File: config.mk
export PLATFORM = sky130hd
export DESIGN_NAME = dns_response_address_picker
export DESIGN_NICKNAME = d
export VERILOG_FILES = /design/src/design/dnsap_pkg.sv /design/src/design/dns_response_address_picker.sv /design/src/design/dnsap_parser.sv
export VERILOG_INCLUDE_DIRS = /design/src /design/src/design
export SDC_FILE = /design/constraint.sdc
export NUM_CORES = 2
export LEC_CHECK = 0
export BUFFER_PORTS_ARGS = -buffer_cell sky130_fd_sc_hd__buf_2
export CAP_MARGIN = 20
export CORE_UTILIZATION = 30
export CTS_BUF_LIST = sky130_fd_sc_hd__clkbuf_4 sky130_fd_sc_hd__clkbuf_8
export CTS_CLUSTER_SIZE = 20
export DETAILED_ROUTE_END_ITERATION = 7
export PLACE_DENSITY = 0.51
export SLEW_MARGIN = 15
export SYNTH_ARGS = -nofsm -noshare
export SYNTH_HDL_FRONTEND = slang
export SYNTH_SLANG_ARGS = --single-unit
File: constraint.sdc
create_clock -name clock -period 7.4 [get_ports clock]
set_clock_uncertainty 0.1 [all_clocks]
set_input_delay 0.37 -clock clock [delete_from_list [all_inputs] [get_ports clock]]
set_output_delay 0.37 -clock clock [all_outputs]
set_load 0.01 [all_outputs]
File: src/design/dns_response_address_picker_assert.svh
// assertion macros shared by the dns response address picker modules
// each macro expects signals named clock and reset in the calling module
`ifndef DNS_RESPONSE_ADDRESS_PICKER_ASSERT_SVH
`define DNS_RESPONSE_ADDRESS_PICKER_ASSERT_SVH

// same-cycle implication
`define DNSAP_ASSERT_HOLDS(label, ante, cons, msg) \
   label: assert property (@(posedge clock) disable iff (reset) (ante) |-> (cons)) \
      else $error(msg);

// next-cycle implication
`define DNSAP_ASSERT_NEXT(label, ante, cons, msg) \
   label: assert property (@(posedge clock) disable iff (reset) (ante) |=> (cons)) \
      else $error(msg);

`endif

File: src/design/dnsap_pkg.sv
// shared types and codes for the dns response address picker
// no dependencies
package dnsap_pkg;

   localparam logic [1:0] CMD_CLEAR  = 2'd0;
   localparam logic [1:0] CMD_APPEND = 2'd1;
   localparam logic [1:0] CMD_BYTE   = 2'd2;

   typedef logic [2:0] status_type;

   localparam status_type ST_FOUND     = 3'd0;
   localparam status_type ST_NO_MATCH  = 3'd1;
   localparam status_type ST_SERVER    = 3'd2;
   localparam status_type ST_QUESTIONS = 3'd3;
   localparam status_type ST_ANSWERS   = 3'd4;
   localparam status_type ST_TRUNCATED = 3'd5;

   typedef struct packed {
      logic [1:0] command;
      logic [7:0] data_byte;
      logic       last;
   } dnsap_item_type;

   typedef struct packed {
      status_type  status;
      logic [31:0] address;
      logic [3:0]  answer_number;
      logic [3:0]  response_code;
   } dnsap_result_type;

endpackage

File: src/design/dns_response_address_picker.sv
// dns response address picker: picks the address of the answer whose question matches
// an accepted item passes the input register, then its result the result register
// throughput: one item per cycle; only a result stalled downstream holds a last byte back
// reset: synchronous; clears parse state and stored name length, name bytes undefined
// depends on dnsap_pkg, dnsap_parser and dns_response_address_picker_assert.svh
`include "dns_response_address_picker_assert.svh"

module dns_response_address_picker
   import dnsap_pkg::*;
#(
   parameter int MAX_QUESTIONS = 16,
   parameter int NAME_DEPTH    = 256
) (
   input  logic        clock,
   input  logic        reset,
   input  logic        req_valid,
   output logic        req_stall,
   input  logic [1:0]  req_command,
   input  logic [7:0]  req_data_byte,
   input  logic        req_last,
   output logic        rsp_valid,
   input  logic        rsp_stall,
   output logic [2:0]  rsp_status,
   output logic [31:0] rsp_address,
   output logic [3:0]  rsp_answer_number,
   output logic [3:0]  rsp_response_code
);

   logic             in_valid_ff, in_valid_in;
   dnsap_item_type   in_item_ff;
   logic             rsp_valid_ff, rsp_valid_in;
   dnsap_result_type rsp_result_ff;

   logic             accept;
   logic             out_free;
   logic             emits;
   logic             fire;
   logic             result_valid;
   dnsap_result_type result;

   assign out_free  = !rsp_valid_ff || !rsp_stall;
   assign emits     = (in_item_ff.command == CMD_BYTE) && in_item_ff.last;
   assign fire      = in_valid_ff && (!emits || out_free);
   assign req_stall = in_valid_ff && !fire;
   assign accept    = req_valid && !req_stall;

   assign in_valid_in  = accept || (in_valid_ff && !fire);
   assign rsp_valid_in = result_valid || (rsp_valid_ff && rsp_stall);

   dnsap_parser #(
      .MAX_QUESTIONS(MAX_QUESTIONS),
      .NAME_DEPTH   (NAME_DEPTH)
   ) u_parser (
      .clock       (clock),
      .reset       (reset),
      .fire        (fire),
      .item        (in_item_ff),
      .result_valid(result_valid),
      .result      (result)
   );

   always_ff @(posedge clock) begin
      if (reset) begin
         in_valid_ff  <= 1'b0;
         rsp_valid_ff <= 1'b0;
      end else begin
         in_valid_ff  <= in_valid_in;
         rsp_valid_ff <= rsp_valid_in;
      end
   end

   always_ff @(posedge clock) begin
      if (accept) begin
         in_item_ff.command   <= req_command;
         in_item_ff.data_byte <= req_data_byte;
         in_item_ff.last      <= req_last;
      end
      if (result_valid) begin
         rsp_result_ff <= result;
      end
   end

   assign rsp_valid         = rsp_valid_ff;
   assign rsp_status        = rsp_result_ff.status;
   assign rsp_address       = rsp_result_ff.address;
   assign rsp_answer_number = rsp_result_ff.answer_number;
   assign rsp_response_code = rsp_result_ff.response_code;

   `DNSAP_ASSERT_HOLDS(a_stall_needs_item, req_stall, in_valid_ff, "input stalled with empty input register")
   `DNSAP_ASSERT_NEXT(a_last_gives_result, fire && emits, rsp_valid, "last byte processed without result")
   `DNSAP_ASSERT_HOLDS(a_miss_is_zero, rsp_valid && (rsp_status != ST_FOUND), (rsp_address == '0) && (rsp_answer_number == '0), "address or index set without a found status")

endmodule

File: src/design/dnsap_parser.sv
// response parser: stored query name, header and question walk, answer pick
// depends on dnsap_pkg and dns_response_address_picker_assert.svh
`include "dns_response_address_picker_assert.svh"

module dnsap_parser
   import dnsap_pkg::*;
#(
   parameter int MAX_QUESTIONS = 16,
   parameter int NAME_DEPTH    = 256
) (
   input  logic             clock,
   input  logic             reset,
   input  logic             fire,
   input  dnsap_item_type   item,
   output logic             result_valid,
   output dnsap_result_type result
);

   localparam int AW = $clog2(NAME_DEPTH);
   localparam int LW = $clog2(NAME_DEPTH + 1);
   localparam int QW = $clog2(MAX_QUESTIONS + 1);

   localparam logic [LW-1:0]            NAME_FULL   = LW'(NAME_DEPTH);
   localparam logic [15:0]              COUNT_LIMIT = 16'(MAX_QUESTIONS);
   localparam logic [MAX_QUESTIONS-1:0] FLAG_ONE    = MAX_QUESTIONS'(1);
   localparam logic [3:0]               HDR_LAST    = 4'd11;
   localparam logic [3:0]               HDR_DONE    = 4'd12;
   localparam logic [3:0]               REC_LAST    = 4'd15;
   localparam logic [3:0]               REC_ADDR    = 4'd12;
   localparam logic [1:0]               TAIL_LAST   = 2'd3;
   localparam logic [3:0]               RCODE_MASK  = 4'hf;

   typedef enum logic [2:0] {
      PH_HEADER,
      PH_QLEN,
      PH_QLABEL,
      PH_QTAIL,
      PH_ANSWER,
      PH_DONE
   } phase_type;

   logic [7:0] name_mem [NAME_DEPTH];
   logic [7:0] rd_data_ff;
   logic [AW-1:0] rd_addr;
   logic          wr_en;
   logic [AW-1:0] wr_addr;

   phase_type              phase_ff, phase_in;
   logic [LW-1:0]          name_length_ff, name_length_in;
   logic [3:0]             header_count_ff, header_count_in;
   logic [3:0]             code_seen_ff, code_seen_in;
   logic [15:0]            question_total_ff, question_total_in;
   logic [15:0]            answer_total_ff, answer_total_in;
   logic [QW-1:0]          question_index_ff, question_index_in;
   logic [LW-1:0]          name_offset_ff, name_offset_in;
   logic [7:0]             label_left_ff, label_left_in;
   logic                   running_match_ff, running_match_in;
   logic [MAX_QUESTIONS-1:0] match_flags_ff, match_flags_in;
   logic [1:0]             tail_count_ff, tail_count_in;
   logic [QW-1:0]          answer_index_ff, answer_index_in;
   logic [3:0]             record_byte_ff, record_byte_in;
   logic                   found_flag_ff, found_flag_in;
   logic [31:0]            found_address_ff, found_address_in;
   logic [3:0]             found_index_ff, found_index_in;
   status_type             error_seen_ff, error_seen_in;

   logic [MAX_QUESTIONS-1:0] flag_shift;
   logic                     wanted;
   logic                     in_question;
   status_type               status;

   // read data always lines up with the current name offset: the address is the
   // offset that the next item will see
   always_ff @(posedge clock) begin
      if (wr_en) begin
         name_mem[wr_addr] <= item.data_byte;
      end
      if (wr_en && (wr_addr == rd_addr)) begin
         rd_data_ff <= item.data_byte;
      end else begin
         rd_data_ff <= name_mem[rd_addr];
      end
   end

   assign rd_addr = reset ? '0 : name_offset_in[AW-1:0];
   assign wr_addr = name_length_ff[AW-1:0];

   assign flag_shift  = match_flags_ff >> answer_index_ff;
   assign wanted      = flag_shift[0];
   assign in_question = (phase_ff == PH_QLEN) || (phase_ff == PH_QLABEL) ||
                        (phase_ff == PH_QTAIL);

   always_comb begin
      phase_in          = phase_ff;
      name_length_in    = name_length_ff;
      header_count_in   = header_count_ff;
      code_seen_in      = code_seen_ff;
      question_total_in = question_total_ff;
      answer_total_in   = answer_total_ff;
      question_index_in = question_index_ff;
      name_offset_in    = name_offset_ff;
      label_left_in     = label_left_ff;
      running_match_in  = running_match_ff;
      match_flags_in    = match_flags_ff;
      tail_count_in     = tail_count_ff;
      answer_index_in   = answer_index_ff;
      record_byte_in    = record_byte_ff;
      found_flag_in     = found_flag_ff;
      found_address_in  = found_address_ff;
      found_index_in    = found_index_ff;
      error_seen_in     = error_seen_ff;
      wr_en             = 1'b0;
      result_valid      = 1'b0;
      status            = ST_NO_MATCH;
      result            = '0;

      if (fire) begin
         unique case (item.command)
            CMD_CLEAR: begin
               name_length_in = '0;
            end
            CMD_APPEND: begin
               if (name_length_ff < NAME_FULL) begin
                  wr_en          = 1'b1;
                  name_length_in = name_length_ff + 1'b1;
               end
            end
            CMD_BYTE: begin
               // every question byte, tail included, is checked against the name up to the stored name length
               if (in_question && (name_offset_ff < name_length_ff)) begin
                  if (rd_data_ff != item.data_byte) begin
                     running_match_in = 1'b0;
                  end
                  name_offset_in = name_offset_ff + 1'b1;
               end

               unique case (phase_ff)
                  PH_HEADER: begin
                     case (header_count_ff)
                        4'd3: code_seen_in = item.data_byte[3:0] & RCODE_MASK;
                        4'd4: question_total_in[15:8] = item.data_byte;
                        4'd5: question_total_in[7:0] = item.data_byte;
                        4'd6: answer_total_in[15:8] = item.data_byte;
                        4'd7: answer_total_in[7:0] = item.data_byte;
                        default: ;
                     endcase
                     if (header_count_ff < HDR_LAST) begin
                        header_count_in = header_count_ff + 1'b1;
                     end else begin
                        header_count_in = HDR_DONE;
                        if (code_seen_in != '0) begin
                           error_seen_in = ST_SERVER;
                           phase_in      = PH_DONE;
                        end else if (question_total_in > COUNT_LIMIT) begin
                           error_seen_in = ST_QUESTIONS;
                           phase_in      = PH_DONE;
                        end else if (answer_total_in > COUNT_LIMIT) begin
                           error_seen_in = ST_ANSWERS;
                           phase_in      = PH_DONE;
                        end else if (question_total_in == '0) begin
                           phase_in = (answer_total_in == '0) ? PH_DONE : PH_ANSWER;
                        end else begin
                           phase_in = PH_QLEN;
                        end
                     end
                  end
                  PH_QLEN: begin
                     if (item.data_byte == '0) begin
                        tail_count_in = '0;
                        phase_in      = PH_QTAIL;
                     end else begin
                        label_left_in = item.data_byte;
                        phase_in      = PH_QLABEL;
                     end
                  end
                  PH_QLABEL: begin
                     label_left_in = label_left_ff - 1'b1;
                     if (label_left_in == '0) begin
                        phase_in = PH_QLEN;
                     end
                  end
                  PH_QTAIL: begin
                     if (tail_count_ff < TAIL_LAST) begin
                        tail_count_in = tail_count_ff + 1'b1;
                     end else begin
                        if (running_match_in && (name_offset_in >= name_length_ff)) begin
                           match_flags_in = match_flags_ff | (FLAG_ONE << question_index_ff);
                        end
                        question_index_in = question_index_ff + 1'b1;
                        name_offset_in    = '0;
                        running_match_in  = 1'b1;
                        tail_count_in     = '0;
                        if (16'(question_index_in) >= question_total_ff) begin
                           phase_in = (answer_total_ff == '0) ? PH_DONE : PH_ANSWER;
                        end else begin
                           phase_in = PH_QLEN;
                        end
                     end
                  end
                  PH_ANSWER: begin
                     // address sits in the last four bytes of each fixed record
                     if (wanted && (record_byte_ff >= REC_ADDR)) begin
                        found_address_in = {found_address_ff[23:0], item.data_byte};
                     end
                     if (record_byte_ff < REC_LAST) begin
                        record_byte_in = record_byte_ff + 1'b1;
                     end else begin
                        record_byte_in = '0;
                        if (wanted) begin
                           found_flag_in  = 1'b1;
                           found_index_in = 4'(answer_index_ff);
                           phase_in       = PH_DONE;
                        end else begin
                           found_address_in = '0;
                           answer_index_in  = answer_index_ff + 1'b1;
                           if (16'(answer_index_in) >= answer_total_ff) begin
                              phase_in = PH_DONE;
                           end
                        end
                     end
                  end
                  PH_DONE: ;
                  default: ;
               endcase

               if (item.last) begin
                  // error_seen of zero means no error
                  if (error_seen_in != '0) begin
                     status = error_seen_in;
                  end else if (phase_in == PH_DONE) begin
                     status = found_flag_in ? ST_FOUND : ST_NO_MATCH;
                  end else begin
                     status = ST_TRUNCATED;
                  end
                  result_valid         = 1'b1;
                  result.status        = status;
                  result.address       = (status == ST_FOUND) ? found_address_in : '0;
                  result.answer_number = (status == ST_FOUND) ? found_index_in : '0;
                  result.response_code = code_seen_in;

                  // per-packet state back to its start, stored name kept
                  phase_in          = PH_HEADER;
                  header_count_in   = '0;
                  code_seen_in      = '0;
                  question_total_in = '0;
                  answer_total_in   = '0;
                  question_index_in = '0;
                  name_offset_in    = '0;
                  label_left_in     = '0;
                  running_match_in  = 1'b1;
                  match_flags_in    = '0;
                  tail_count_in     = '0;
                  answer_index_in   = '0;
                  record_byte_in    = '0;
                  found_flag_in     = 1'b0;
                  found_address_in  = '0;
                  found_index_in    = '0;
                  error_seen_in     = '0;
               end
            end
            default: ;
         endcase
      end
   end

   always_ff @(posedge clock) begin
      if (reset) begin
         phase_ff          <= PH_HEADER;
         name_length_ff    <= '0;
         header_count_ff   <= '0;
         code_seen_ff      <= '0;
         question_total_ff <= '0;
         answer_total_ff   <= '0;
         question_index_ff <= '0;
         name_offset_ff    <= '0;
         label_left_ff     <= '0;
         running_match_ff  <= 1'b1;
         match_flags_ff    <= '0;
         tail_count_ff     <= '0;
         answer_index_ff   <= '0;
         record_byte_ff    <= '0;
         found_flag_ff     <= 1'b0;
         found_address_ff  <= '0;
         found_index_ff    <= '0;
         error_seen_ff     <= '0;
      end else begin
         phase_ff          <= phase_in;
         name_length_ff    <= name_length_in;
         header_count_ff   <= header_count_in;
         code_seen_ff      <= code_seen_in;
         question_total_ff <= question_total_in;
         answer_total_ff   <= answer_total_in;
         question_index_ff <= question_index_in;
         name_offset_ff    <= name_offset_in;
         label_left_ff     <= label_left_in;
         running_match_ff  <= running_match_in;
         match_flags_ff    <= match_flags_in;
         tail_count_ff     <= tail_count_in;
         answer_index_ff   <= answer_index_in;
         record_byte_ff    <= record_byte_in;
         found_flag_ff     <= found_flag_in;
         found_address_ff  <= found_address_in;
         found_index_ff    <= found_index_in;
         error_seen_ff     <= error_seen_in;
      end
   end

   `DNSAP_ASSERT_HOLDS(a_header_closed, phase_ff != PH_HEADER, header_count_ff == HDR_DONE, "left header phase before last header byte")
   `DNSAP_ASSERT_HOLDS(a_question_range, in_question, 16'(question_index_ff) < question_total_ff, "question walk past question count")
   `DNSAP_ASSERT_HOLDS(a_found_done, found_flag_ff, phase_ff == PH_DONE, "answer found but parse still running")

endmodule

==> flow_summary.yaml <==
outcome:
  status: "complete, but fails checks"
  violations: "capacitance limit"
clock_network:
  cts.sinks: 2246
  cts_tree: "yes"
  cts_root_buf: "clkbuf_8"
  h-tree-depth: 5
  clkTransAtPathRegs_ns: 0.06
  clk_latency_ns: 1.13
  clockBufferDepth: 4
  cts_made_buffers: 387
sta:
  setup_viol: 0
  setup_tns_ns: 0
  slew-limit-headroom_pct: 2.34
  report.final.slew_viol_count: 0
  finalHoldViolCount: 0
  rsz0062_at_grt: "false"
  timing.fmax_mhz: 175
  tightestPinTransition_ns: 1.43
  fin_crit_ns: 5.72
  post-route-period-util_pct: 77.3
floorplan:
  core_area_um2: 295000
  die_w_um: 547
  start_util_pct: 30.2
  io_pins: 60
  rows: 199
  die_area_um2: 299000
  die_h_um: 547
global_route:
  grt_pass1_wl_mm: 385
  antenna_found_initial: 10
  grt_pass1_vias: 49200
  grt_max_degree: 201
  overflow: 0
  grt_usage_pct: 18.1
pwr:
  comb_power_share_pct: 1.7
  p_sw_uw: 5470
  p_total_uw: 25500
  pwr-share-seq_pct: 54.8
  power_density_nw_per_um2: 250
  clkPwrFrac_pct: 43.4
  vdd_drop_max_v: 0.000145
  internal_power_uw: 20000
  swShare_pct: 21.4
  leakagePower_uw: 0.0310
drt:
  routedWlPerCell_um: 29.4
  ant_nets: 0
  dr.pass1.iters: 6
  wl_mm: 276
  num_vias: 49800
  viasPerCell: 5.30
  drt_iter0_drc: 5582
  drc: 0
placed_design:
  io_buffers: 59
  dp_hpwl_mm: 172
  gp_congestion: 0.893
critical_path:
  crit_end: "u_parser.match_flags_ff[15]"
  crit_path_start: "u_parser.name_offset_ff[0]"
  start_kind: "flop"
  r2r-end: "u_parser.match_flags_ff[15]"
  critical_path_arrival_ns: 6.50
  r2r_cells: 11
  crit_type: "flop to flop"
  cp_max_fo: 35
  cp-end-kind: "flop"
  regToRegSetupSlack_ns: 1.68
  cp.required_ns: 8.18
  r2r_start: "u_parser.name_offset_ff[0]"
final_layout:
  syn2layout_area_growth_pct: 14.4
  fill_cells: 27800
  layout.nets: 5250
  drive_above_1_share_pct: 24.3
logic_synthesis:
  ys_warn_count: 0
  yosysTopAreaCell: "edfxtp_1"
  mappedNetlistNets: 4923
  avgSynthCellArea_um2: 18.3
  synthDistinctLibCells: 85
  seq_area_frac_synth_pct: 74.1
  syn_inst: 4861
  synthFlopType: "edfxtp_1"
  synthTopCellsByArea: "edfxtp_1 (71%), mux4_2 (12%), dfxtp_1 (3.2%)"
  synthArstFlopShare_pct: 0
  ys_ff_latch: 2246
  synth_top_area_share_pct: 70.8
  netlist_area_um2: 89100
  synth-edff-count: 2102
flow_run:
  cap_violations: 1
hold_path:
  holdCritPathClass: "primary input to flop"
==> kinds of logic (layout without fill, tap and decap cells) <==
logic type / after synthesis / count (layout) / synth area share (%)
AOI/OAI and AO/OA: 638 / 638 / 4.93
adders and majority gates: 47 / 47 / 0.660
and+or+nand+nor: 934 / 934 / 4.60
other: 0 / 8 / 0
DFF: 2246 / 2246 / 74.1
xor gates and xnor gates: 30 / 30 / 0.295
muxes: 636 / 636 / 13.6
buffers and inverters: 330 / 934 / 1.85
==> cell type report <==
class	instances	area [µm²]	share of cell area [%]
Multi-Input combinational cell	2285	21600	21.2
Clock inverter	153	1070	1.05
Antenna cell	8	20.0	0.0196
Timing Repair Buffer	225	1850	1.81
Tap cell	3919	4900	4.81
Sequential cell	2246	66000	64.8
Inverter	43	164	0.161
Clock buffer	513	6320	6.20
==> sequential cells by signal, summed over array words and instances (netlist names), 5 cells and up <==
register / cells
u_parser.question_total_ff: 16
u_parser.answer_index_ff: 5
in_item_ff: 11
u_parser.label_left_ff: 8
u_parser.match_flags_ff: 16
rsp_address: 32
u_parser.answer_total_ff: 16
u_parser.name_mem: 2048
u_parser.name_length_ff: 9
u_parser.question_index_ff: 5
u_parser.found_address_ff: 32
u_parser.name_offset_ff: 9
==> worst min path at each step <==
stage,startpoint,cells past startpoint,to
floorplan,u_parser.match_flags_ff[4],2,u_parser.match_flags_ff[4]
global placement,u_parser.match_flags_ff[15],2,u_parser.match_flags_ff[15]
detailed placement,u_parser.match_flags_ff[11],2,u_parser.match_flags_ff[11]
CTS,reset,3,u_parser.answer_total_ff[11]
global route,reset,3,u_parser.answer_index_ff[0]
finish,reset,3,u_parser.answer_total_ff[11]
==> power by group through the flow <==
stage	Combinational, µW	Sequential, µW	Clock, µW
2_1_floorplan	52.8	14400	0
5_1_grt	466	14000	11800
4_1_cts	441	14000	11300
3_5_place_dp	430	14300	0
3_3_place_gp	411	14300	0
6_report	440	14000	11100
==> critical path: stages (launching register included) <==
cell	delay, ns
dfxtp_4	0.98
buf_4	0.69
mux4_2	0.58
o22ai_1	0.24
o21ai_0	0.20
a2111oi_0	1.22
a311oi_1	0.15
a31oi_1	0.26
xor2_1	0.09
and3_1	0.22
a21oi_4	0.58
o21ai_0	0.20
==> layout by cell type, fill, tap and decap left out, types with 25 or more instances in the layout <==
cell              n
nand3_1          45
edfxtp_1       2102
dfxtp_1         138
mux4_2          457
nor3_1           41
buf_2            59
mux2i_1         158
inv_1            39
clkbuf_8        394
a22oi_1         166
o22ai_1          51
clkinv_2         49
o21ai_0          76
a211oi_1         25
nor2_1          476
a21oi_1         125
buf_4           118
clkinv_1         78
ha_1             47
nand2_1         200
clkbuf_4        119
dlygate4sd3_1    29
==> timing repair <==
item / 4_1_cts / 5_1_grt
endpoints found under the setup margin: 0 / 0
gates resized for setup: 0 / 0
hold buffers: 29 / 0
hold endpoints to repair: 59 / 0
buffers inserted: 0 / 0
==> layer usage <==
metal | global-route usage, % | vias to the layer above | part of all wire (%)
li1 | - | 20400 | -
met1 | 24.9 | 26500 | 42
met2 | 28.2 | 2355 | 46
met3 | 3.48 | 530 | 7.6
met4 | 7.10 | 0 | 3.9
met5 | 0 | - | 0
==> through the flow <==
step	cell area, µm²	utilization (%)	setup WS, ns	hold slack (ns)	instances
2_1_floorplan	89100	-	1.16	0.320	4861
3_3_place_gp	94100	32.0	1.45	0.335	8685
3_5_place_dp	94200	32.0	1.89	0.347	8688
4_1_cts	102000	34.6	1.91	0.167	9383
5_1_grt	102000	34.6	1.65	0.217	9388
6_report	102000	34.6	1.68	0.258	9392
==> Yosys cell counts, types with 25 or more instances <==
library cell  number
a211oi_1          25
a21oi_1          125
a22oi_1          166
buf_2             74
buf_6             25
clkbuf_1         139
dfxtp_1          144
edfxtp_1        2102
ha_1              47
inv_1             41
mux2i_1          158
mux4_2           457
nand2_1          209
nand3_1           49
nor2_1           480
nor3_1            41
o21ai_0           77
o22ai_1           51
(Power assumes the default switching activity.)
